## src/hdl/trpd_pkg.sv

```systemverilog
// Shared types, codes and tables for the triac phase dimmer.
package trpd_pkg;

  localparam int COUNT_WIDTH_DEF  = 24;
  localparam int NUM_CHANNELS_DEF = 2;

  // Event codes carried in the func field
  localparam logic [2:0] FUNC_TICK       = 3'd0;
  localparam logic [2:0] FUNC_ZERO_CROSS = 3'd1;
  localparam logic [2:0] FUNC_BRIGHTER   = 3'd2;
  localparam logic [2:0] FUNC_DIMMER     = 3'd3;
  localparam logic [2:0] FUNC_SET_PCT    = 3'd4;
  localparam logic [2:0] FUNC_OFF        = 3'd5;
  localparam logic [2:0] FUNC_ON         = 3'd6;

  // Configuration register indexes
  localparam logic [1:0] CFG_TICKS_PER_US = 2'd0;
  localparam logic [1:0] CFG_CAP_DELAY_US = 2'd1;
  localparam logic [1:0] CFG_PULSE_TICKS  = 2'd2;

  localparam logic [2:0] LEVEL_OFF    = 3'd5;
  localparam logic [2:0] LEVEL_MIN_ON = 3'd4;

  localparam logic [7:0]  TICKS_PER_US_RST = 8'd1;
  localparam logic [13:0] CAP_DELAY_US_RST = 14'd0;
  localparam logic [15:0] PULSE_TICKS_RST  = 16'd1000;

  // Width of (cap_delay_us + delay) * ticks_per_us: 15 x 8 bits
  localparam int FIRE_PROD_W = 23;

  typedef struct packed {
    logic tick;
    logic arm;
  } trpd_chan_cmd_t;

  typedef struct packed {
    logic set_gate;
    logic clr_gate;
  } trpd_gate_ev_t;

  // Firing delay per level, microseconds
  function automatic logic [13:0] delay_us(input logic [2:0] lvl);
    logic [13:0] d;
    case (lvl)
      3'd0:    d = 14'd1197;
      3'd1:    d = 14'd2778;
      3'd2:    d = 14'd3633;
      3'd3:    d = 14'd4701;
      3'd4:    d = 14'd5874;
      default: d = 14'd8300;
    endcase
    return d;
  endfunction

  function automatic logic [6:0] level_pct(input logic [2:0] lvl);
    logic [6:0] p;
    case (lvl)
      3'd0:    p = 7'd100;
      3'd1:    p = 7'd80;
      3'd2:    p = 7'd60;
      3'd3:    p = 7'd40;
      3'd4:    p = 7'd20;
      default: p = 7'd0;
    endcase
    return p;
  endfunction

  // (120 - pct) / 20 - 1, saturating to level 0 above 100 percent
  function automatic logic [2:0] pct_to_level(input logic [6:0] pct);
    logic [2:0] l;
    if (pct > 7'd80)      l = 3'd0;
    else if (pct > 7'd60) l = 3'd1;
    else if (pct > 7'd40) l = 3'd2;
    else if (pct > 7'd20) l = 3'd3;
    else if (pct > 7'd0)  l = 3'd4;
    else                  l = LEVEL_OFF;
    return l;
  endfunction

endpackage

```

## src/hdl/trpd_level.sv

```systemverilog
// Brightness level, remembered level and lamp status.
module trpd_level (
  input  logic       clk_i,
  input  logic       rst_ni,
  input  logic       en_i,
  input  logic [2:0] func_i,
  input  logic [6:0] pct_i,
  output logic [2:0] level_o,
  output logic [2:0] level_next_o,
  output logic       status_next_o
);
  import trpd_pkg::*;

  logic [2:0] level_q, level_d;
  logic [2:0] saved_q, saved_d;
  logic       status_q, status_d;
  logic [2:0] store_lvl;
  logic       do_store;

  always_comb begin
    level_d   = level_q;
    saved_d   = saved_q;
    status_d  = status_q;
    store_lvl = level_q;
    do_store  = 1'b0;
    unique case (func_i)
      FUNC_BRIGHTER: begin
        do_store  = 1'b1;
        store_lvl = (level_q != 3'd0) ? level_q - 3'd1 : 3'd0;
      end
      FUNC_DIMMER: begin
        do_store  = 1'b1;
        store_lvl = (level_q < LEVEL_OFF) ? level_q + 3'd1 : LEVEL_OFF;
      end
      FUNC_SET_PCT: begin
        do_store  = 1'b1;
        store_lvl = pct_to_level(pct_i);
      end
      FUNC_OFF: begin
        level_d  = LEVEL_OFF;
        status_d = 1'b0;
      end
      FUNC_ON: begin
        // nothing remembered: come on at the dimmest level
        if (saved_q >= LEVEL_OFF) begin
          level_d = LEVEL_MIN_ON;
          saved_d = LEVEL_MIN_ON;
        end else begin
          level_d = saved_q;
        end
        status_d = 1'b1;
      end
      default: ;
    endcase
    if (do_store) begin
      level_d  = store_lvl;
      saved_d  = store_lvl;
      status_d = (store_lvl != LEVEL_OFF);
    end
  end

  always_ff @(posedge clk_i or negedge rst_ni) begin
    if (!rst_ni) begin
      level_q  <= LEVEL_OFF;
      saved_q  <= LEVEL_OFF;
      status_q <= 1'b0;
    end else if (en_i) begin
      level_q  <= level_d;
      saved_q  <= saved_d;
      status_q <= status_d;
    end
  end

  assign level_o       = level_q;
  assign level_next_o  = level_d;
  assign status_next_o = status_d;

endmodule

```

## src/hdl/trpd_chan.sv

```systemverilog
// One-shot firing channel: delay count, then gate pulse count.
module trpd_chan #(
  parameter int COUNT_WIDTH = trpd_pkg::COUNT_WIDTH_DEF
) (
  input  logic                   clk_i,
  input  logic                   rst_ni,
  input  logic                   en_i,
  input  trpd_pkg::trpd_chan_cmd_t cmd_i,
  input  logic [COUNT_WIDTH-1:0] arm_count_i,
  input  logic [15:0]            pulse_ticks_i,
  output trpd_pkg::trpd_gate_ev_t  ev_o
);
  import trpd_pkg::*;

  typedef enum logic [1:0] {PH_IDLE, PH_DELAY, PH_PULSE} phase_e;

  phase_e                 phase_q, phase_d;
  logic [COUNT_WIDTH-1:0] count_q, count_d;
  trpd_gate_ev_t          ev;

  always_comb begin
    phase_d = phase_q;
    count_d = count_q;
    ev      = '0;
    if (cmd_i.tick && phase_q != PH_IDLE) begin
      if (count_q != '0) begin
        count_d = count_q - COUNT_WIDTH'(1);
      end else if (phase_q == PH_DELAY) begin
        ev.set_gate = 1'b1;
        count_d     = COUNT_WIDTH'(pulse_ticks_i);
        phase_d     = PH_PULSE;
      end else begin
        ev.clr_gate = 1'b1;
        phase_d     = PH_IDLE;
      end
    end
    // rearm while pulsing reloads the count but keeps the gate on
    if (cmd_i.arm) begin
      count_d = arm_count_i;
      if (phase_q != PH_PULSE) phase_d = PH_DELAY;
    end
  end

  always_ff @(posedge clk_i or negedge rst_ni) begin
    if (!rst_ni) begin
      phase_q <= PH_IDLE;
      count_q <= '0;
    end else if (en_i) begin
      phase_q <= phase_d;
      count_q <= count_d;
    end
  end

  assign ev_o = ev;

endmodule

```

## src/hdl/triac_phase_dimmer.sv

```systemverilog
// Top level of the triac phase dimmer: beat registers, firing count, gate.
//
// Usage:
//   s_axis carries one event per beat: func in tdata[2:0], percent in
//   tdata[9:3]. Every event gives exactly one result beat on m_axis:
//   gate, level, lamp_on and brightness_pct after that event.
//   The cfg channel writes ticks_per_us (index 0), cap_delay_us (1) and
//   pulse_ticks (2); cfg_ready_o is always high. Write only while idle.
// Timing:
//   An event is registered on acceptance and processed once the result
//   register is empty or being drained; its result is registered in the
//   result register. One event per clock is sustained while m_axis_tready_i
//   is high; level and channel state are updated once per event.
// Reset:
//   Level off (5), remembered level 5, lamp off, all channels idle,
//   gate released, config at 1 tick/us, no extra delay, 1000-tick pulse.
// Stall:
//   When m_axis_tready_i is low the result stays put, one more event
//   waits in the input register, and s_axis_tready_o drops.
module triac_phase_dimmer #(
  parameter int COUNT_WIDTH  = trpd_pkg::COUNT_WIDTH_DEF,
  parameter int NUM_CHANNELS = trpd_pkg::NUM_CHANNELS_DEF
) (
  input  logic        clk_i,
  input  logic        rst_ni,
  input  logic        s_axis_tvalid_i,
  output logic        s_axis_tready_o,
  input  logic [15:0] s_axis_tdata_i,   // func[2:0], percent[9:3], zeros
  output logic        m_axis_tvalid_o,
  input  logic        m_axis_tready_i,
  output logic [15:0] m_axis_tdata_o,   // gate[0], level[3:1], lamp_on[4],
                                        // brightness_pct[11:5], zeros
  input  logic        cfg_valid_i,
  output logic        cfg_ready_o,
  input  logic [1:0]  cfg_index_i,
  input  logic [15:0] cfg_data_i
);
  import trpd_pkg::*;

  localparam int NCH_W = (NUM_CHANNELS > 1) ? $clog2(NUM_CHANNELS) : 1;
  localparam int EXT_W = (COUNT_WIDTH > FIRE_PROD_W) ? COUNT_WIDTH : FIRE_PROD_W;
  localparam logic [NCH_W-1:0] LAST_CH = NCH_W'(NUM_CHANNELS - 1);

  // config registers
  logic [7:0]  tpu_q;
  logic [13:0] cap_q;
  logic [15:0] pulse_q;

  // input beat register
  logic       in_valid_q;
  logic [2:0] func_q;
  logic [6:0] pct_q;
  logic       s_accept, advance;

  // result register
  logic       out_valid_q;
  logic [11:0] out_q, out_d;

  // shared state
  logic             gate_q, gate_d;
  logic [NCH_W-1:0] next_ch_q, next_ch_d;

  logic [2:0]  level_cur, level_nxt;
  logic        status_nxt;
  logic [14:0] fire_sum;
  logic [FIRE_PROD_W-1:0] fire_prod;
  logic [EXT_W-1:0]       fire_ext;
  logic [COUNT_WIDTH-1:0] fire_count;
  logic        arm_ok;

  trpd_chan_cmd_t chan_cmd [NUM_CHANNELS];
  trpd_gate_ev_t  chan_ev  [NUM_CHANNELS];

  assign cfg_ready_o = 1'b1;

  always_ff @(posedge clk_i or negedge rst_ni) begin
    if (!rst_ni) begin
      tpu_q   <= TICKS_PER_US_RST;
      cap_q   <= CAP_DELAY_US_RST;
      pulse_q <= PULSE_TICKS_RST;
    end else if (cfg_valid_i) begin
      unique case (cfg_index_i)
        CFG_TICKS_PER_US: tpu_q   <= cfg_data_i[7:0];
        CFG_CAP_DELAY_US: cap_q   <= cfg_data_i[13:0];
        CFG_PULSE_TICKS:  pulse_q <= cfg_data_i;
        default: ;
      endcase
    end
  end

  // Handshake: the event in the input register is processed when the
  // result register is empty or being drained this cycle.
  assign advance         = in_valid_q & (~out_valid_q | m_axis_tready_i);
  assign s_axis_tready_o = ~in_valid_q | advance;
  assign s_accept        = s_axis_tvalid_i & s_axis_tready_o;

  always_ff @(posedge clk_i or negedge rst_ni) begin
    if (!rst_ni) begin
      in_valid_q <= 1'b0;
    end else if (s_accept) begin
      in_valid_q <= 1'b1;
    end else if (advance) begin
      in_valid_q <= 1'b0;
    end
  end

  always_ff @(posedge clk_i) begin
    if (s_accept) begin
      func_q <= s_axis_tdata_i[2:0];
      pct_q  <= s_axis_tdata_i[9:3];
    end
  end

  trpd_level u_level (
    .clk_i         (clk_i),
    .rst_ni        (rst_ni),
    .en_i          (advance),
    .func_i        (func_q),
    .pct_i         (pct_q),
    .level_o       (level_cur),
    .level_next_o  (level_nxt),
    .status_next_o (status_nxt)
  );

  // Firing count: (cap + delay[level]) * ticks_per_us, saturated
  assign fire_sum  = {1'b0, cap_q} + {1'b0, delay_us(level_cur)};
  assign fire_prod = FIRE_PROD_W'(fire_sum) * FIRE_PROD_W'(tpu_q);
  assign fire_ext  = EXT_W'(fire_prod);
  assign fire_count = (fire_ext > EXT_W'({COUNT_WIDTH{1'b1}})) ?
                      {COUNT_WIDTH{1'b1}} : fire_ext[COUNT_WIDTH-1:0];

  // zero cross arms a channel only while the lamp level is not off
  assign arm_ok = (func_q == FUNC_ZERO_CROSS) && (level_cur < LEVEL_OFF);

  for (genvar c = 0; c < NUM_CHANNELS; c++) begin : g_chan
    assign chan_cmd[c].tick = advance && (func_q == FUNC_TICK);
    assign chan_cmd[c].arm  = advance && arm_ok && (next_ch_q == NCH_W'(c));

    trpd_chan #(
      .COUNT_WIDTH (COUNT_WIDTH)
    ) u_chan (
      .clk_i         (clk_i),
      .rst_ni        (rst_ni),
      .en_i          (advance),
      .cmd_i         (chan_cmd[c]),
      .arm_count_i   (fire_count),
      .pulse_ticks_i (pulse_q),
      .ev_o          (chan_ev[c])
    );
  end

  // gate is shared: the highest-index channel event in a tick wins
  always_comb begin
    gate_d = gate_q;
    for (int c = 0; c < NUM_CHANNELS; c++) begin
      if (chan_ev[c].set_gate) gate_d = 1'b1;
      else if (chan_ev[c].clr_gate) gate_d = 1'b0;
    end
  end

  always_comb begin
    next_ch_d = next_ch_q;
    if (arm_ok) next_ch_d = (next_ch_q >= LAST_CH) ? '0 : next_ch_q + NCH_W'(1);
  end

  assign out_d = {level_pct(level_nxt), status_nxt, level_nxt, gate_d};

  always_ff @(posedge clk_i or negedge rst_ni) begin
    if (!rst_ni) begin
      gate_q      <= 1'b0;
      next_ch_q   <= '0;
      out_valid_q <= 1'b0;
    end else begin
      if (advance) begin
        gate_q    <= gate_d;
        next_ch_q <= next_ch_d;
      end
      if (advance) begin
        out_valid_q <= 1'b1;
      end else if (m_axis_tready_i) begin
        out_valid_q <= 1'b0;
      end
    end
  end

  always_ff @(posedge clk_i) begin
    if (advance) out_q <= out_d;
  end

  assign m_axis_tvalid_o = out_valid_q;
  assign m_axis_tdata_o  = {4'b0, out_q};

endmodule
```

## config.mk

```make
export PLATFORM = sky130hd
export DESIGN_NAME = triac_phase_dimmer
export DESIGN_NICKNAME = d
export VERILOG_FILES = /design/src/hdl/trpd_pkg.sv /design/src/hdl/trpd_level.sv /design/src/hdl/trpd_chan.sv /design/src/hdl/triac_phase_dimmer.sv
export SDC_FILE = /design/constraint.sdc
export NUM_CORES = 1
export LEC_CHECK = 0
export BUFFER_PORTS_ARGS = -buffer_cell sky130_fd_sc_hd__buf_2
export CORE_ASPECT_RATIO = 1.25
export CORE_MARGIN = 1.5
export CORE_UTILIZATION = 60
export CTS_CLUSTER_DIAMETER = 40
export DETAILED_ROUTE_END_ITERATION = 7
export PLACE_DENSITY = 0.78
export SYNTH_ARGS = -nofsm -noshare
export SYNTH_HDL_FRONTEND = slang
export SYNTH_SLANG_ARGS = --single-unit
```

## constraint.sdc

```tcl
create_clock -name clk_i -period 11.32 [get_ports clk_i]
set_clock_uncertainty 0.15 [all_clocks]
set_input_delay 1.698 -clock clk_i [delete_from_list [all_inputs] [get_ports clk_i]]
set_output_delay 1.698 -clock clk_i [all_outputs]
set_load 0.005 [all_outputs]
```

* Yosys cells after proc, flatten, opt, wreduce, memory -nomap -nowiden
Index checks and enable logic that the tools add are counted.
** Word-level totals
- Bits in registers :: 123
- Bits of input ports :: 39
- Output and inout bits :: 19
- Logic and storage cells :: 146
** Operators by class
- $add $sub $neg :: 6
- Multiply operators :: 1
- Magnitude comparators :: 9
- Equality and inequality tests :: 21
- Muxes and demuxes :: 54
- Bitwise logic cells :: 7
- Reductions and logical operators :: 31
** Operators by type and width (count)
- two-way mux 24 bit :: 9
- one-hot mux 14 bit (5 select lines) :: 1
- nonzero test 24 bit :: 2
- subtractor 24 x 1 -> 24 bit (second input constant) :: 2
- one-hot mux 7 bit (5 select lines) :: 1
- two-way mux 3 bit :: 10
- two-way mux 2 bit :: 14
- greater-than comparator 23 x 24 -> 1 bit (second input constant) :: 1
- multiplier 15 x 8 -> 23 bit :: 1
- == test 3 x 2 -> 1 bit (second input constant) :: 6
- two-way mux 1 bit :: 16
- adder 14 x 14 -> 15 bit :: 1
- == test 3 bit (second input constant) :: 5
- greater-than comparator 7 x 6 -> 1 bit (second input constant) :: 2
- nonzero test 2 bit :: 7
- AND reduction 2 bit :: 5
- == test 3 x 1 -> 1 bit (second input constant) :: 3
- zero test 3 bit :: 3
- one-hot mux 3 bit (3 select lines) :: 1
- nonzero test 3 bit :: 3
- greater-than comparator 7 x 1 -> 1 bit (second input constant) :: 1
- greater-than comparator 7 x 5 -> 1 bit (second input constant) :: 1
- greater-than comparator 7 bit (second input constant) :: 1
- logical AND 1 bit :: 7
- 18 further kinds :: 26

* Depth between registers and ports, before layout
Gate-level depths: netlist of run 1.
- Word-level depth :: 10
- Mapped depth :: 31
- Gate-level depth less buffers :: 30

* Hierarchy
Synthesis of run 1 repeated with hierarchy kept, for this count alone.
** Unflattened totals
- Cell total of the unflattened synthesis :: 1287
- Area, all modules :: 11882.6 um^2
** Modules (own cells, without submodules)
- triac_phase_dimmer :: times used 1, cells each 691, area an instance 7064.3 um^2, seq. area each 1660.3 um^2
- trpd_chan at g_chan[1].u_chan :: times used 1, cells each 248, area an instance 2021.9 um^2, seq. area each 650.6 um^2
- trpd_chan at g_chan[0].u_chan :: times used 1, cells each 247, area an instance 1995.7 um^2, seq. area each 650.6 um^2
- trpd_level :: times used 1, cells each 101, area an instance 800.8 um^2, seq. area each 180.2 um^2

* Worst setup path before layout of run 1
No wires, ideal clock.
- Path type :: register -> register
- From :: reg u_level.level_q[2] (netlist: u_level.level_o[2])
- To :: reg g_chan[0].u_chan.count_q[21]
- Library setup time :: 143 ps
- Arrival :: 7518 ps
- Data required time :: 11027 ps
- Slack :: 3509 ps
- Stages on the path, launching flop included :: 27
- Buffers on the path :: 1
- Period minus slack after synthesis :: 7811 ps
- Cell sequence :: dfstp_2 > clkbuf_1 > inv_1 > ha_1 > or3_1 > nand2b_1 > ha_1 > a21oi_1 > a21boi_0 > o21ai_0 > nand2_1 > a31oi_1 > mux2_2 > fa_1 > inv_1 > fa_1 > fa_1 > inv_1 > fa_1 > inv_1 > ha_1 > nand3_1 > a21oi_1 > a2111o_1 > a2111oi_0 > xor2_1 > a22oi_1
** On the way
- Cells in the longest elaborated chain, start to end :: 7
- Elaborated cells between the ends (all ways) :: 18
- Those cells by class :: add/sub (1); mul (1); order compare (2); eq/ne (4); mux (3); reduce/logical (7)
** RTL lines
- start, declared :: RTL line trpd_level.sv:14 : logic [2:0] level_q, level_d;
- start signal, assigned :: RTL line trpd_level.sv:68 : level_q <= level_d;
- == test 3 bit (tied with other cells) :: RTL line trpd_pkg.sv:44 : case (lvl)
- one-hot mux 14 bit (5 select lines) :: RTL line trpd_pkg.sv:44
- adder 14 x 14 -> 15 bit :: RTL line triac_phase_dimmer.sv:126 : assign fire_sum = {1'b0, cap_q} + {1'b0, delay_us(level_cur)};
- multiplier 15 x 8 -> 23 bit :: RTL line triac_phase_dimmer.sv:127 : assign fire_prod = FIRE_PROD_W'(fire_sum) * FIRE_PROD_W'(tpu_q);
- greater-than comparator 23 x 24 -> 1 bit :: RTL line triac_phase_dimmer.sv:129 : assign fire_count = (fire_ext > EXT_W'({COUNT_WIDTH{1'b1}})) ?
- two-way mux 24 bit :: RTL line triac_phase_dimmer.sv:129
- two-way mux 24 bit :: RTL line trpd_chan.sv:38 : if (cmd_i.arm) begin
- end signal, assigned :: RTL line trpd_chan.sv:50 : count_q <= count_d;
- end, declared :: RTL line trpd_chan.sv:18 : logic [COUNT_WIDTH-1:0] count_q, count_d;
Parallel ways exist; a longest one is shown, timed or not.
A chain may end at the register's enable or synchronous reset.

* Worst setup path after layout of run 1
- From :: reg u_level.level_q[1] (netlist: u_level.level_o[1])
- To :: reg g_chan[0].u_chan.count_q[21]
Same word-level chain as after synthesis.

==> results of run 1 <==
-- stage by stage --
| stage | utilization [%] | area (um2) | std cells | hold slack (ns) |
|---|---|---|---|---|
| floorplan | - | 11400 | 1255 | 0.291 |
| CTS | 66.2 | 12400 | 1515 | 0.322 |
| global route | 66.2 | 12400 | 1515 | 0.360 |
| detailed placement | 63.0 | 11800 | 1483 | 0.311 |
| finish | 66.2 | 12400 | 1515 | 0.324 |
| global placement | 63.0 | 11800 | 1483 | 0.302 |
-- area by class of cell --
class | instances | area, um2 | share of cell area (%)
well taps | 232 | 290 | 2.34
flip-flops and latches | 121 | 3140 | 25.4
clock inverters | 14 | 164 | 1.32
repair buffers | 55 | 305 | 2.47
inverters | 115 | 432 | 3.49
clock buffers | 18 | 429 | 3.47
multi-input cells | 960 | 7620 | 61.5
-- placed cells by master, fill, tap and decap left out, types with 9 or more instances in the layout --
| cell type | n |
|---|---|
| nand3_1 | 18 |
| dfrtp_1 | 90 |
| xor2_1 | 15 |
| or3_1 | 19 |
| nor3_1 | 29 |
| mux2_2 | 46 |
| a21o_1 | 13 |
| mux2i_1 | 16 |
| nor2b_1 | 43 |
| nand2_1 | 96 |
| fa_1 | 79 |
| a2bb2oi_1 | 13 |
| a31oi_1 | 15 |
| buf_4 | 12 |
| nand2b_1 | 27 |
| a21oi_1 | 62 |
| o21ai_0 | 57 |
| nor2_1 | 59 |
| o211ai_1 | 13 |
| o22ai_1 | 11 |
| dfstp_2 | 11 |
| inv_1 | 115 |
| or2_2 | 9 |
| clkbuf_16 | 17 |
| and2_1 | 68 |
| nor4_1 | 17 |
| edfxtp_1 | 20 |
| xnor2_1 | 22 |
| ha_1 | 68 |
| or4_1 | 10 |
| buf_2 | 43 |
-- cells by family after synthesis --
logic type	share of synthesized area [%]
flops	27.5
buf+inv	5.99
mux	5.94
xor+xnor	2.84
simple gates	20.2
other cells	0.0658
compound gates	16.0
fa+ha+maj	21.4
-- layer usage --
layer / part of all wire, % / up-vias
met3: 6.4 / 94
met2: 49 / 387
met1: 41 / 4688
li1: - / 4430
met5: 0 / -
met4: 4.4 / 0
-- sequential cells by signal (all words and copies together) (netlist names), named ones only --
register	flops
u_level.saved_q	3
next_ch_q	1
tpu_q	8
pulse_q	16
cap_q	14
pct_q	7
out_q	10
in_valid_q	1
g_chan.u_chan.count_q	48
func_q	3
gate_q	1
m_axis_tvalid_o	1
g_chan.u_chan.phase_q	2
u_level.level_o	3
u_level.status_q	1
-- worst max-delay path, delay by kind of cell, from the launching register on --
kind | cells | cell delay [ns]
adder cells (fa/ha/maj) | 7 | 3.00
buffers and inverters | 4 | 0.35
AO/OA/AOI/OAI | 9 | 2.35
AND/OR/NAND/NOR | 6 | 1.08
XOR/XNOR | 2 | 1.01
flip-flops | 1 | 0.44
-- path summary, 6_finish.rpt --
check                                   startpoint                           end  slack, ns  cells after the start
worst min-delay path            u_level.saved_q[0]            u_level.saved_q[0]       0.32                      2
worst max register to register  u_level.level_o[1]  g_chan[0].u_chan.count_q[21]       2.76                     28
worst max-delay path            u_level.level_o[1]  g_chan[0].u_chan.count_q[21]       2.76                     28
min in group asynchronous                   rst_ni                   pulse_q[15]       1.00                      1
worst min register to register  u_level.saved_q[0]            u_level.saved_q[0]       0.32                      2
max in group asynchronous                   rst_ni   g_chan[1].u_chan.count_q[6]       8.68                      2
==> impl_results.md, run 1 <==
- Synth warn: 0
- Initial Util: 61.0%
- Critical Path End Type: flip-flop
- Synthesized area: 11400 um2
- Worst relative slew slack: 30.0%
- Peak Freq: 0.117 GHz
- Final setup viols: 0
- Final min period: 8.56 ns
- Clock Tree Root: clkbuf_16
- Synth area leader: dfrtp_1
- Worst path arrival time: 8.69 ns
- First-pass GRT wire length: 48.4 mm
- Most common cell in the synthesized netlist: inv_1
- #FFs+latches synth: 121
- Status: completed
- Die area: 19900 um2
- M1 GR Usage: 39.4%
- Row count: 56
- Max stage delay cell, worst path: xnor2_1
- Type of the most critical hold path: reg2reg
- Asr flop ratio synth: 83.5%
- Iteration-0 DRC Markers: 699
- Vias in the first global route: 9489
- Max Root-Sink Buffers: 2
- Avg Cell Area, Syn: 9.14 um2
- Grt ovf: 0
- Die width: 126 um
- Residual DRC count: 0
- Share of the yosys chip area belonging to registers: 27.5%
- Via count: 9599
- Fraction of layout cells with a size suffix above 1: 12.6%
- Pin count of the biggest net entering global routing: 81
- Total of max-cap violations: 0
- WL/cell: 19.7 um
- Via density: 6.34
- Routed WL: 29.9 mm
- Number of hold buffers added after CTS: 0
- Area Growth Syn to Fin: 8.40%
- Final setup margin: 2.76 ns
- CP required: 11.46 ns
- Die Ht: 157 um
- HPWL after DPL: 22.2 mm
- Place WS: 2.89 ns
- CTS tree: built
- Largest fanout on the critical path: 8
- Fillers: 1516
- Final period utilization: 75.6%
- Core Region: 18700 um2
- Fin Setup TNS: 0 ns
- Main synth FF type: dfrtp_1
- Detail Route Antenna Nets: 0
- Post-synth top area share: 19.7%
- Worst setup path class: reg2reg
- Top cells by count, synth: inv_1, nand2_1, dfrtp_1
- Routability Congestion: 1.02
- Critical Path Max Stage Delay: 0.70 ns
- Clock tree sinks: 121
- Worst skew pair latency: 0.43 ns
- Final Hold Vio Count: 0
- CP Launch Type: flip-flop
- Max-slew violation count: 0
- H-Tree Depth: 4
- Unique masters post-synth: 71
- Post-CTS Setup Inserts: 0
- Initial antenna violation count: 0
- Slew @ Worst Pin: 1.05 ns
- Number of synthesized flops with an enable pin: 20
- RSZ-0062 raised after global routing: no
- Nets: 1456
- DR pass1 iterations: 5
- Antenna Cells: 0
- Top cells by area, synth: dfrtp_1, fa_1, ha_1
- Inserted Clock Buffers: 17
- I/O Pins: 58
- GRT Total Usage: 31.3%
- Global-route met2 utilization: 52.7%
- PostCTS Resize Cnt: 0
- Port buffer count: 44
- Clk slew on worst S/H paths: 0.06 ns
- GRT met3 Usage: 5.40%
- GRT busiest layer: met2
- Synth Instances: 1250
Power of run 1 is not shown: default switching activity piles up to over one toggle a cycle in this logic, so the estimate is an artifact.
==> inputs of run 2 (changes only) <==
Clock period 11.32 ns to 8.7 ns, I/O delays scaled along.
==> run 2 against run 1 <==
Net effect: count of clock-buffer cells in the layout up 4; critical path depth up 2; first-iteration DRC count increased by 8.6%; utilization grew 0.35 points; maximum frequency up 3.8%; final area up 0.53%; register-to-register slack got worse by 2.3 ns; global-route usage fell by 0.27 points; wire length increased by 0.28%; sequential cell count stayed put; via count is 0.29% higher; die area unchanged; largest cell class unchanged; highest routed layer unchanged.
==> impl_results.md, run 2 (synthesized netlist as in run 1, its figures left out) <==
- Die area: 19900 um2
- Die width: 126 um
- Core Region: 18700 um2
- Final setup viols: 0
- Type of the most critical hold path: reg2reg
- I/O Pins: 58
- Detail Route Antenna Nets: 0
- Total of max-cap violations: 0
- Reg-to-reg slack, setup: 0.45 ns
- Residual DRC count: 0
- Fraction of layout cells with a size suffix above 1: 12.9%
- Nets: 1462
- Most common cell after layout, fill and taps aside: inv_1
- Initial antenna violation count: 1
- Worst setup path class: reg2reg
- Biggest registers after layout: g_chan.u_chan.count_q x48, pulse_q x16, cap_q x14
- Routed WL: 30.0 mm
- Post-CTS Setup Inserts: 0
- Largest fanout on the critical path: 8
- Routability Congestion: 0.991
- CTS tree: built
- Commonest cells after routing, fill and taps aside: inv_1, nand2_1, dfrtp_1, fa_1
- Peak Freq: 0.121 GHz
- PostCTS Resize Cnt: 0
- Max stage delay cell, worst path: fa_1
- CP required: 8.84 ns
- Area Growth Syn to Fin: 8.97%
- Max-slew violation count: 0
- Clock tree sinks: 121
- First-pass GRT wire length: 48.0 mm
- Max reg flops: 48
- Worst relative slew slack: 29.1%
- Largest Register: g_chan.u_chan.count_q
- DR pass1 iterations: 7
- Row count: 56
- Worst path arrival time: 8.38 ns
- CP Launch Type: flip-flop
- Via count: 9627
- Hold_ws: 0.316 ns
- Clk slew on worst S/H paths: 0.06 ns
- WL/cell: 19.7 um
- Inserted Clock Buffers: 17
- Vias in the first global route: 9497
- Worst skew pair latency: 0.43 ns
- Grt ovf: 0
- Final Hold Vio Count: 0
- Status: completed
- Clock Tree Root: clkbuf_16
- Fillers: 1487
- Die Ht: 157 um
- Initial Util: 61.0%
- Critical Path End Type: flip-flop
- Slew @ Worst Pin: 1.06 ns
- Via density: 6.33
- CP most frequent cell: inv_1
- GRT Total Usage: 31.1%
- Port buffer count: 44
- HPWL after DPL: 22.3 mm
- Pin count of the biggest net entering global routing: 61
- Number of hold buffers added after CTS: 0
- H-Tree Depth: 4
- Critical Path Max Stage Delay: 0.55 ns
- Max Root-Sink Buffers: 2
- Final period utilization: 94.8%
- Iteration-0 DRC Markers: 759
- Final min period: 8.25 ns
[run 2: per-stage QoR]
stage | setup WS (ns) | cell area, um2 | setup TNS [ns] | util, % | cells
after floorplan | 0.889 | 11400 | 0 | - | 1255
after global placement | 0.617 | 11800 | 0 | 63.2 | 1489
after detailed placement | 0.558 | 11800 | 0 | 63.2 | 1489
after CTS | 0.521 | 12400 | 0 | 66.5 | 1521
after global routing | -0.0497 | 12400 | -0.0848 | 66.5 | 1522
final | 0.453 | 12400 | 0 | 66.5 | 1522
[run 2: path summary, 6_finish.rpt]
kind	from	to	depth (start not counted)
worst min-delay path	u_level.saved_q[0]	u_level.saved_q[0]	2
max in group asynchronous	rst_ni	cap_q[4]	2
min in group asynchronous	rst_ni	g_chan[1].u_chan.count_q[15]	1
worst min register to register	u_level.saved_q[0]	u_level.saved_q[0]	2
worst max register to register	u_level.level_o[1]	g_chan[0].u_chan.count_q[21]	30
worst max-delay path	u_level.level_o[1]	g_chan[0].u_chan.count_q[21]	30
[run 2: final cells by class]
class / count / area (um2) / area share, %
clock inverters: 10 / 145 / 1.17
flip-flops and latches: 121 / 3140 / 25.2
inverters: 115 / 432 / 3.47
well taps: 232 / 290 / 2.33
repair buffers: 61 / 350 / 2.81
diodes: 1 / 2.50 / 0.0201
multi-input cells: 960 / 7620 / 61.2
clock buffers: 22 / 464 / 3.73
[run 2: critical path: cells and delay by family, from the launching register on]
family | cells | cell delay, ns
AOI/OAI and AO/OA | 9 | 2.28
xor gates and xnor gates | 1 | 0.32
adders and majority gates | 7 | 2.89
buffers and inverters | 6 | 0.59
DFF | 1 | 0.43
muxes | 1 | 0.37
and+or+nand+nor | 6 | 1.09
[run 2: metal layers]
metal | GRT usage, % | vias up | share of wire [%]
li1 | - | 4425 | -
met2 | 52.0 | 438 | 48
met4 | 16.8 | 0 | 4.8
met3 | 5.47 | 90 | 6.9
met5 | 0 | - | 0
met1 | 38.4 | 4674 | 40
Power of run 2 is left out for the same reason.
==> inputs of run 3 (changes only) <==
Settings changed: PLACE_DENSITY 0.78 to 0.9.
==> run 3 against run 2 <==
Net effect: critical path depth fell by 1; maximum frequency fell by 0.19%; wire length rose by 3.9%; sequential share of layout area barely moved; largest cell class unchanged.
==> impl_results.md, run 3 (synthesized netlist as in run 1, its figures left out) <==
- CTS tree: built
- Final min period: 8.26 ns
- Final Hold Vio Count: 0
- Worst path arrival time: 8.40 ns
- Core Region: 18700 um2
- Via density: 6.52
- Port buffer count: 44
- I/O Pins: 58
- RSZ-0062 raised after global routing: no
- Routed WL: 31.1 mm
- Die Ht: 157 um
- Vias in the first global route: 9822
- Detail Route Antenna Nets: 0
- Area of the multi-input gates: 7640 um2
- DR pass1 iterations: 5
- Max Root-Sink Buffers: 2
- Iteration-0 DRC Markers: 952
- Worst relative slew slack: 33.0%
- Worst skew pair latency: 0.43 ns
- Max-slew violation count: 0
- H-Tree Depth: 4
- Peak Freq: 0.121 GHz
- Pin count of the biggest net entering global routing: 76
- Max stage delay cell, worst path: xnor2_1
- Most common cell after layout, fill and taps aside: inv_1
- Commonest cells after routing, fill and taps aside: inv_1, nand2_1, dfrtp_1, fa_1
- Initial Util: 61.0%
- First-pass GRT wire length: 49.4 mm
- CP Launch Type: flip-flop
- Sequential Area: 3140 um2
- Largest Register: g_chan.u_chan.count_q
- Clk slew on worst S/H paths: 0.06 ns
- Initial antenna violation count: 1
- Final period utilization: 95.0%
- Type of the most critical hold path: reg2reg
- Worst Hold Depth: 2
- Biggest registers after layout: g_chan.u_chan.count_q x48, pulse_q x16, cap_q x14
- Nets: 1460
- Row count: 56
- Clock tree sinks: 121
- WL/cell: 20.5 um
- Die area: 19900 um2
- CP required: 8.84 ns
- Hold Crit Start: u_level.saved_q[0]
- Critical Path End Type: flip-flop
- Largest fanout on the critical path: 8
- Reg2reg start: u_level.level_o[1]
- Final setup viols: 0
- Critical Path Max Stage Delay: 0.67 ns
- Max reg flops: 48
- R2R cell count: 29
- Slew @ Worst Pin: 0.998 ns
- Fillers: 1325
- Antenna Cells: 0
- Hold Path Sink: u_level.saved_q[0]
- Reg-to-reg slack, setup: 0.44 ns
- Fraction of layout cells with a size suffix above 1: 13.1%
- R2r endpoint: g_chan[0].u_chan.count_q[21]
- Area Growth Syn to Fin: 8.92%
- Grt ovf: 0
- Clock Tree Root: clkbuf_16
- GRT Total Usage: 32.0%
- HPWL after DPL: 22.5 mm
- Worst setup path class: reg2reg
- Number of hold buffers added after CTS: 0
- Fin Setup TNS: 0 ns
- Die width: 126 um
- Residual DRC count: 0
- Status: completed
- Via count: 9907
- Inserted Clock Buffers: 17
- Routability Congestion: 1.02
- Total of max-cap violations: 0
-- run 3: cell count changes in the layout (fill, tap and decap cells not counted), sizes merged --
cell,previous run,this run
buf,61,59
bufinv,3,2
clkinvlp,2,1
clkinv,4,7
diode,1,0
clkbuf,22,17
inv,116,120
-- run 3: final cells by class --
| type | instances | share of cell area (%) |
|---|---|---|
| clock inverters | 15 | 1.33 |
| inverters | 115 | 3.47 |
| multi-input cells | 960 | 61.4 |
| flip-flops and latches | 121 | 25.3 |
| well taps | 232 | 2.33 |
| repair buffers | 59 | 2.80 |
| clock buffers | 17 | 3.42 |
-- run 3: worst max path at each step --
stage	from	endpoint	slack, ns	cells past startpoint
floorplan	u_level.level_o[2]	g_chan[0].u_chan.count_q[21]	0.89	26
global placement	u_level.level_o[1]	g_chan[0].u_chan.count_q[21]	0.37	30
detailed placement	u_level.level_o[1]	g_chan[0].u_chan.count_q[21]	0.26	30
CTS	u_level.level_o[1]	g_chan[0].u_chan.count_q[21]	0.16	30
global route	u_level.level_o[1]	g_chan[0].u_chan.count_q[21]	0.05	31
finish	u_level.level_o[1]	g_chan[0].u_chan.count_q[21]	0.44	29
-- run 3: repair_timing --
action,CTS,global route
setup buffers,0,1
endpoints found under the setup margin,0,9
resized for setup,0,5
-- run 3: layer usage --
metal	track usage [%]	up-vias	routed length, um
met2	52.8	568	15000
li1	-	4441	-
met4	21.5	2	1990
met3	5.10	145	2570
met5	0	-	19
met1	39.0	4751	11600
-- run 3: worst max-delay path: cells and delay by family, from the launching register on --
family	cells	cell delay [ns]
flops	1	0.44
xor+xnor	2	0.86
fa+ha+maj	7	3.07
simple gates	7	1.18
compound gates	8	1.89
buf+inv	5	0.51
-- run 3: per-stage QoR --
stage               setup slack [ns]  instance area (um2)  utilization [%]  cells  hold slack, ns
floorplan                      0.889                11400                -   1255           0.291
global placement               0.368                11800             63.2   1486           0.306
detailed placement             0.260                11800             63.2   1486           0.307
CTS                            0.158                12400             66.4   1518           0.316
global route                  0.0515                12400             66.5   1519           0.343
finish                         0.437                12400             66.5   1519           0.321
Power of run 3 is left out for the same reason.
